<file path="src/rtl/core/hcm_pkg.sv">
// Package: shared types and constants of the dB heat-map colormap.
`default_nettype none
package hcm_pkg;
  localparam int NORM_STEPS  = 15;
  localparam int BLEND_STEPS = 8;
  localparam int NUM_CH      = 3;
  localparam logic [15:0] NORM_ONE    = 16'h8000;
  localparam logic [15:0] FLOOR_RESET = 16'h9C00;

  typedef enum logic [2:0] {
    REG_THRESH  = 3'd0,
    REG_COLOR_0 = 3'd1,
    REG_COLOR_1 = 3'd2,
    REG_COLOR_2 = 3'd3,
    REG_COLOR_3 = 3'd4,
    REG_COLOR_4 = 3'd5,
    REG_FLOOR   = 3'd6,
    REG_CEILING = 3'd7
  } hcm_reg_e;

  // remainder, divisor, and a shift word: dividend bits leave at the top,
  // quotient bits enter at the bottom
  typedef struct packed {
    logic [15:0] rem;
    logic [15:0] den;
    logic [15:0] quo;
  } hcm_div_t;
endpackage
`default_nettype wire

</file>
<file path="src/rtl/core/hcm_div_cell.sv">
// Registered restoring divide cell: a quotient bit per en cycle.
`default_nettype none
module hcm_div_cell (
  input  wire logic              clk,
  input  wire logic              en,
  input  wire hcm_pkg::hcm_div_t din,
  output hcm_pkg::hcm_div_t      dout
);
  logic [16:0] trial;
  logic        ge;
  logic [16:0] diff;

  always_comb begin
    trial = {din.rem, din.quo[15]};
    ge    = trial >= {1'b0, din.den};
    diff  = trial - {1'b0, din.den};
  end

  always_ff @(posedge clk) begin
    if (en) begin
      dout.rem <= ge ? diff[15:0] : trial[15:0];
      dout.den <= din.den;
      dout.quo <= {din.quo[14:0], ge};
    end
  end
endmodule
`default_nettype wire

</file>
<file path="config.mk">
export PLATFORM = sky130hd
export DESIGN_NAME = hcm_div_cell
export DESIGN_NICKNAME = d
export VERILOG_FILES = /design/src/rtl/core/hcm_pkg.sv /design/src/rtl/core/hcm_div_cell.sv
export SDC_FILE = /design/constraint.sdc
export NUM_CORES = 1
export LEC_CHECK = 0
export BUFFER_PORTS_ARGS = -buffer_cell sky130_fd_sc_hd__buf_2
export CAP_MARGIN = 20
export CELL_PAD_IN_SITES_DETAIL_PLACEMENT = 1
export CELL_PAD_IN_SITES_GLOBAL_PLACEMENT = 1
export CORE_AREA = 2 2 83 85
export DETAILED_ROUTE_END_ITERATION = 7
export DIE_AREA = 0 0 85 87
export PLACE_DENSITY = 0.89
export SLEW_MARGIN = 20
export SYNTH_ARGS = -nofsm -noshare
export SYNTH_HDL_FRONTEND = slang
export SYNTH_SLANG_ARGS = --single-unit
</file>
<file path="constraint.sdc">
create_clock -name clk -period 4 [get_ports clk]
set_input_delay 0.4 -clock clk [delete_from_list [all_inputs] [get_ports clk]]
set_output_delay 0.4 -clock clk [all_outputs]
set_load 0.1 [all_outputs]
</file>
After elaboration in Yosys (flattened, before gate mapping)
Cells that the tools add are included.
{ "word_totals": {"ff_bits": 48, "latch_bits": 0, "mem_bits_rw": 0, "mem_bits_ro": 0, "in_bits": 50, "out_inout_bits": 48, "word_cells": 6, "n_memories": 0} }
{ "classes": {"addsub": 1, "n_mul": 0, "div": 0, "n_lt_le_gt_ge": 1, "n_eq_ne": 0, "shift": 0, "muxes": 1, "bitwise_logic": 0, "n_reduce_logical": 0} }
{ "op_table": {"columns": ["operator", "count"], "rows": [
  [">= comparator 17 x 16 -> 1 bit", 1],
  ["two-way mux 16 bit", 1],
  ["subtractor 16 bit", 1]
]} }

Logic depth before layout (Yosys ltp)
Gate-level depths: netlist of the first run.
{ "logic_depth": {"depth_word": 2, "mapped_depth": 10, "depth_no_buf": 9} }

Worst setup path after synthesis of the first run
OpenSTA, ideal clock, no wires.
{ "synth_path": {"kind": "in2reg", "start": "input din[20] in the netlist's numbering", "end": "register dout[40] in the netlist's numbering (data pin)", "setup_time_ps": 260, "arrival_ps": 2304, "required_time_ps": 3740, "setup_slack_ps": 1435, "path_stages": 9, "path_buffers": 1, "cell_sequence": "inv_1 -> ha_1 -> a211oi_1 -> o211ai_1 -> o21ai_2 -> o211ai_2 -> a31oi_4 -> buf_6 -> mux2_4"} }
{ "synth_between": {"elab_chain_len": 2, "word_cells_on_any_way": 3, "cone_classes": "add/sub (1); order compare (1); mux (1)"} }
{ "synth_lines": {"columns": ["element", "line", "rtl"], "rows": [
  ["from (decl)", "hcm_div_cell.sv:6", "input wire hcm_pkg::hcm_div_t din,"],
  ["subtractor 16 bit or >= comparator 17 x 16 -> 1 bit (tied branches)", "hcm_div_cell.sv:16, hcm_div_cell.sv:15", null],
  ["two-way mux 16 bit (*)", "hcm_div_cell.sv:21", "dout.rem <= ge ? diff[15:0] : trial[15:0];"],
  ["to (decl)", "hcm_div_cell.sv:7", "output hcm_pkg::hcm_div_t dout"]
]} }
Every way passes the cells marked *; elsewhere a longest branch is shown, timed or not.
A chain may end at the register's enable or synchronous reset.

Worst setup path after layout of the first run
{ "layout_path": {"start": "input din[20] in the netlist's numbering", "end": "register dout[35] in the netlist's numbering (data pin)"} }
{ "layout_between": {"elab_chain_len": 2} }
{ "layout_lines": {"columns": ["element", "line", "rtl"], "rows": [
  [">= comparator 17 x 16 -> 1 bit", "hcm_div_cell.sv:15", "ge = trial >= {1'b0, din.den};"],
  ["two-way mux 16 bit", "hcm_div_cell.sv:21", null]
]} }
Every way passes these cells.

==> results of run 1 <==
stage by stage:
step	util, %	hold WS (ns)	cell area (um2)
4_1_cts	49.1	0.253	3230
3_5_place_dp	47.8	0.579	3140
3_3_place_gp	47.8	0.577	3140
2_1_floorplan	-	0.499	2590
6_report	49.2	0.261	3230
5_1_grt	49.2	0.247	3230
cell usage after synthesis (2+ instances only):
master	count	area, um2
xor2_1	3	26.3
a21o_1	7	52.6
mux2i_1	2	20.0
nor2_1	12	45.0
ha_1	16	200
mux2_2	7	78.8
xnor2_1	6	52.6
nand3_1	3	15.0
mux2_4	6	90.1
o31a_1	2	17.5
nor2b_1	3	18.8
nand2_1	8	30.0
a211oi_1	5	37.5
o21ai_0	12	60.1
a21oi_1	14	70.1
buf_4	2	15.0
nand4_1	2	12.5
o21a_1	3	22.5
inv_1	22	82.6
edfxtp_1	48	1440
a21boi_0	2	15.0
path summary, 6_finish.rpt:
kind,start,endpoint,slack [ns],cells after the start
setup / recovery,din[20],dout[35],1.22,9
hold / removal,din[8],dout[9],0.26,1
cell type report:
cell class | count | area [um2]
Clock buffer | 5 | 68.8
Multi-Input combinational cell | 129 | 1030
Fill cell | 753 | 3340
Clock inverter | 3 | 18.8
Inverter | 22 | 82.6
Sequential cell | 48 | 1440
Timing Repair Buffer | 97 | 488
Tap cell | 80 | 100
cell usage in the layout (no fill, tap or decap), drive strengths merged, types with 2 or more instances in the layout:
master / instances
clkinvlp: 2
a21boi: 2
edfxtp: 48
nand3: 3
o211ai: 2
nor2b: 3
a211oi: 5
clkbuf: 5
o21a: 3
o21ai: 13
xnor2: 6
buf: 97
nor2: 12
inv: 22
a21o: 7
o31a: 2
a21oi: 14
mux2i: 2
nand2: 8
mux2: 13
nand4: 3
ha: 16
xor2: 3
metal layers:
layer / part of all wire, % / wire length (um) / track usage [%] / up-vias
li1: - / - / - / 953
met2: 49 / 3000 / 28.8 / 58
met3: 5.3 / 320 / 3.13 / 10
met5: 0 / 0 / 0 / -
met1: 43 / 2620 / 18.7 / 890
met4: 2.1 / 127 / 6.49 / 0
power by group through the flow:
stage	clock (mW)	sequential (mW)	combinational (mW)
2_1_floorplan	0	1.02	0.167
3_3_place_gp	0	0.640	0.655
3_5_place_dp	0	0.642	0.665
4_1_cts	0.306	0.631	0.666
5_1_grt	0.322	0.635	0.693
6_report	0.294	0.630	0.662
logic make-up (layout without fill, tap and decap cells):
| family | Yosys count | after routing | share of synthesized area (%) |
|---|---|---|---|
| and+or+nand+nor | 33 | 33 | 6.39 |
| DFF | 48 | 48 | 55.7 |
| adders and majority gates | 17 | 17 | 8.51 |
| muxes | 15 | 15 | 7.31 |
| buffers and inverters | 26 | 127 | 4.40 |
| AOI/OAI and AO/OA | 55 | 55 | 14.6 |
| xor gates and xnor gates | 9 | 9 | 3.05 |
worst max-delay path, delay by kind of cell:
family	cells	cell delay (ns)
AOI/OAI and AO/OA	5	1.55
adders and majority gates	1	0.36
buffers and inverters	2	0.13
muxes	1	0.41
==> flow_summary.json, run 1 <==
{
  "route.detailed.drc": 0,
  "cpPeakStageDelay_ns": 0.66,
  "synth.ff_latch_count": 48,
  "rows": 30,
  "cts.path.max_buffers": 2,
  "min_path_type": "primary input to flip-flop",
  "syn-cell-area_um2": 2590,
  "drt_iter0_markers": 57,
  "cts_setup_buffers": 0,
  "setup_viol": 0,
  "synth_fp_nets": 270,
  "top_regs": "dout (48)",
  "fin_crit_ns": 2.78,
  "grt_max_degree": 49,
  "drive_above_1_share_pct": 40.1,
  "largest_register_ffs": 48,
  "cp_max_fo": 17,
  "cts_root_buf": "clkbuf_8",
  "maxSlewViolCount": 0,
  "viasPerCell": 4.98,
  "p_leak_nw": 1.45,
  "cts_hold_buf": 0,
  "grt_setup_unrepaired": "no",
  "cts_sinks": 48,
  "clockPowerShare_pct": 18.5,
  "fp.dieW_um": 85,
  "die_h_um": 87,
  "startpoint_type": "primary input",
  "cpMaxStageDelayCell": "a31oi_4",
  "power.internal_mw": 0.883,
  "core_um2": 6570,
  "path_cells": "buf_2 -> inv_1 -> ha_1 -> a211oi_1 -> o211ai_1 -> o21ai_2 -> o211ai_2 -> a31oi_4 -> mux2_2",
  "fmax_ghz": 0.360,
  "antenna_found_initial": 0,
  "status": "complete, no violations",
  "synth_cell_types": 39,
  "top_register": "dout",
  "grt_pass1_vias": 1988,
  "avgSynthCellArea_um2": 12.7,
  "crit_type": "primary input to flip-flop",
  "drtPass1Iterations": 4,
  "nets": 370,
  "route.detailed.wl_per_inst_um": 15.8,
  "antenna_cells": 0,
  "cts_tree": "built",
  "synthCells": 203,
  "slew_headroom_pct": 49.8,
  "place_worst_setup_slack_ns": 0.884,
  "ys.flop_type": "edfxtp_1",
  "finalWirelength_um": 6070,
  "ir_drop_v": 0.000297,
  "setup_tns_ns": 0,
  "h-tree-depth": 2,
  "hpwl_um": 4690,
  "portBuffers": 97,
  "endpoint_kind": "flip-flop",
  "die_area_um2": 7400,
  "cts-resized-gates": 0,
  "post-place-cells": 376,
  "grt_overflow_total": 0,
  "cap_violations": 0,
  "num_vias": 1911,
  "async_reset_ff_share_pct": 0,
  "p_switching_mw": 0.703,
  "ant_nets": 0,
  "final.period_utilization_pct": 69.4,
  "ys_seq_area_share_pct": 55.7,
  "syn_to_final_growth_pct": 24.9,
  "start_util_pct": 39.4,
  "grt_pass1_wl_um": 9250,
  "final_cells": 384,
  "synth_edf_count": 48,
  "grtUsageTotal_pct": 16.0,
  "pin_count": 98,
  "cts_made_buffers": 5,
  "p_comb_share_pct": 41.8,
  "ys.warnings.count": 0,
  "place_congestion": 0.845,
  "power_mw": 1.59,
  "tightestPinTransition_ns": 0.753,
  "cp.arrival_ns": 2.84,
  "p_seq_share_pct": 39.7,
  "required_ns": 4.07,
  "swShare_pct": 44.3,
  "hold_viol_final": 0,
  "cts.clk_slew.worst_paths_ns": 0.09,
  "setup_ws_ns": 1.22,
  "power_density_nw_per_um2": 491
}
No activity file was read; power rests on OpenSTA's default activity.
==> run 2: changes to the inputs <==
CORE_AREA = 2 2 91 93   (was 2 2 83 85)
DIE_AREA = 0 0 93 95   (was 0 0 85 87)
PLACE_DENSITY = 0.8   (was 0.89)
clock period = 2.3 ns   (was 4 ns; I/O delays follow)
==> run 2 against run 1 <==
  * Largest power group unchanged
  * Via count rose by 7.9%
  * Core utilization is 4.2 points lower
  * Combinational power is 86% higher
  * Worst hold slack lost 0.16 ns
  * Worst setup slack got worse by 1.1 ns
  * Global-route usage shrank 1.3 points
  * Cell count is 14% higher
  * Sequential cell count did not move
  * Highest routed layer unchanged
  * Critical endpoint is now dout[47]
  * Largest cell class unchanged
  * Critical path depth rose by 1
==> flow_summary.json, run 2 (synthesized netlist as in run 1, its figures left out) <==
{
  "cts_made_buffers": 5,
  "power_density_nw_per_um2": 832,
  "h-tree-depth": 2,
  "finalWirelength_um": 6420,
  "post-place-cells": 431,
  "fin_crit_ns": 2.18,
  "cp_max_fo": 6,
  "portBuffers": 97,
  "layout_common_cells": "buf_2 (97), edfxtp_1 (48), buf_4 (28), inv_1 (22), ha_1 (15)",
  "cts-resized-gates": 0,
  "hold_viol_final": 0,
  "final.period_utilization_pct": 94.8,
  "p_leak_nw": 1.62,
  "ir_drop_v": 0.000342,
  "fp.dieW_um": 93,
  "cts_tree": "built",
  "die_h_um": 95,
  "place_congestion": 0.863,
  "grtUsageTotal_pct": 14.7,
  "antenna_cells": 0,
  "die_area_um2": 8840,
  "setup_viol": 0,
  "endpoint_kind": "flip-flop",
  "slew_headroom_pct": 65.2,
  "grt_setup_unrepaired": "no",
  "hpwl_um": 5110,
  "final_cells": 439,
  "drt_iter0_markers": 56,
  "syn_to_final_growth_pct": 37.9,
  "grt_pass1_vias": 2109,
  "cpPeakStageDelay_ns": 0.37,
  "cts.path.max_buffers": 2,
  "crit_type": "primary input to flip-flop",
  "grt_max_degree": 29,
  "fmax_ghz": 0.459,
  "top_regs": "dout (48)",
  "path_cells": "buf_2 -> inv_1 -> ha_1 -> o21ai_1 -> o211ai_1 -> o21ai_2 -> o211ai_2 -> a31oi_4 -> buf_4 -> mux2_2",
  "start_util_pct": 32.6,
  "top_register": "dout",
  "pin_count": 98,
  "status": "complete, no violations",
  "final_common_cell": "buf_2",
  "cpMaxStageDelayCell": "ha_1",
  "cts.clk_slew.worst_paths_ns": 0.10,
  "core_um2": 7930,
  "cp.arrival_ns": 2.25,
  "cap_violations": 0,
  "maxSlewViolCount": 0,
  "critPathLaunch": "din[21]",
  "power_mw": 2.97,
  "viasPerCell": 4.70,
  "num_vias": 2062,
  "cts_root_buf": "clkbuf_8",
  "grt_pass1_wl_um": 10100,
  "antenna_found_initial": 0,
  "min_path_type": "primary input to flip-flop",
  "required_ns": 2.37,
  "largest_register_ffs": 48,
  "drtPass1Iterations": 4,
  "route.detailed.wl_per_inst_um": 14.6,
  "grt_overflow_total": 0,
  "nets": 400,
  "rows": 33,
  "drive_above_1_share_pct": 47.3,
  "cts_hold_buf": 0,
  "route.detailed.drc": 0,
  "ant_nets": 0,
  "tightestPinTransition_ns": 0.517,
  "startpoint_type": "primary input",
  "hp-start": "din[8]",
  "cts_setup_buffers": 0,
  "nFillCells": 912,
  "cts_sinks": 48,
  "critPathTopFamily": "compound AO/OA/AOI/OAI gates",
  "cp.buffers_inverters": 3
}
[run 2: changes by cell type in the layout (fill, tap and decap cells not counted), sizes merged]
cell,change
buf,+30
inv,+1
bufinv,+1
clkinv,-1
clkinvlp,-1
[run 2: path summary, 6_finish.rpt]
| check | end | slack [ns] | cells after the start |
|---|---|---|---|
| worst max-delay path | dout[47] | 0.12 | 10 |
| worst min-delay path | dout[9] | 0.1 | 1 |
[run 2: power breakdown]
| part | internal [mW] | switching [mW] | total [mW] |
|---|---|---|---|
| Sequential | 1.07 | 0.0199 | 1.09 |
| Clock | 0.328 | 0.312 | 0.640 |
| Combinational | 0.309 | 0.924 | 1.23 |
[run 2: per-stage QoR]
stage / instance area [um2] / hold WS (ns) / setup TNS, ns / setup WS [ns] / utilization (%)
2_1_floorplan: 2610 / 0.329 / 0 / 0.000571 / -
3_3_place_gp: 3450 / 0.406 / -1.43 / -0.195 / 43.5
3_5_place_dp: 3450 / 0.409 / -2.25 / -0.258 / 43.5
4_1_cts: 3560 / 0.0869 / 0 / 0.0606 / 44.9
5_1_grt: 3570 / 0.0845 / 0 / 0.0144 / 45.0
6_report: 3570 / 0.0974 / 0 / 0.120 / 45.0
[run 2: final cells by class]
| type | count | area (um2) | share of cell area (%) |
|---|---|---|---|
| sequential | 48 | 1440 | 40.4 |
| multi-input combinational | 129 | 1060 | 29.7 |
| timing repair buffer | 127 | 736 | 20.6 |
| tap | 105 | 131 | 3.68 |
| inverter | 22 | 82.6 | 2.32 |
| clock buffer | 5 | 68.8 | 1.93 |
| clock inverter | 3 | 46.3 | 1.30 |
[run 2: per-layer routing]
layer | vias up | share of wire, % | wire (um) | global-route usage, %
met1 | 975 | 44 | 2840 | 18.8
met3 | 9 | 5.1 | 326 | 2.79
li1 | 1012 | - | - | -
met4 | 0 | 1.4 | 88 | 4.90
met5 | - | 0 | 0 | 0
met2 | 66 | 49 | 3170 | 25.1
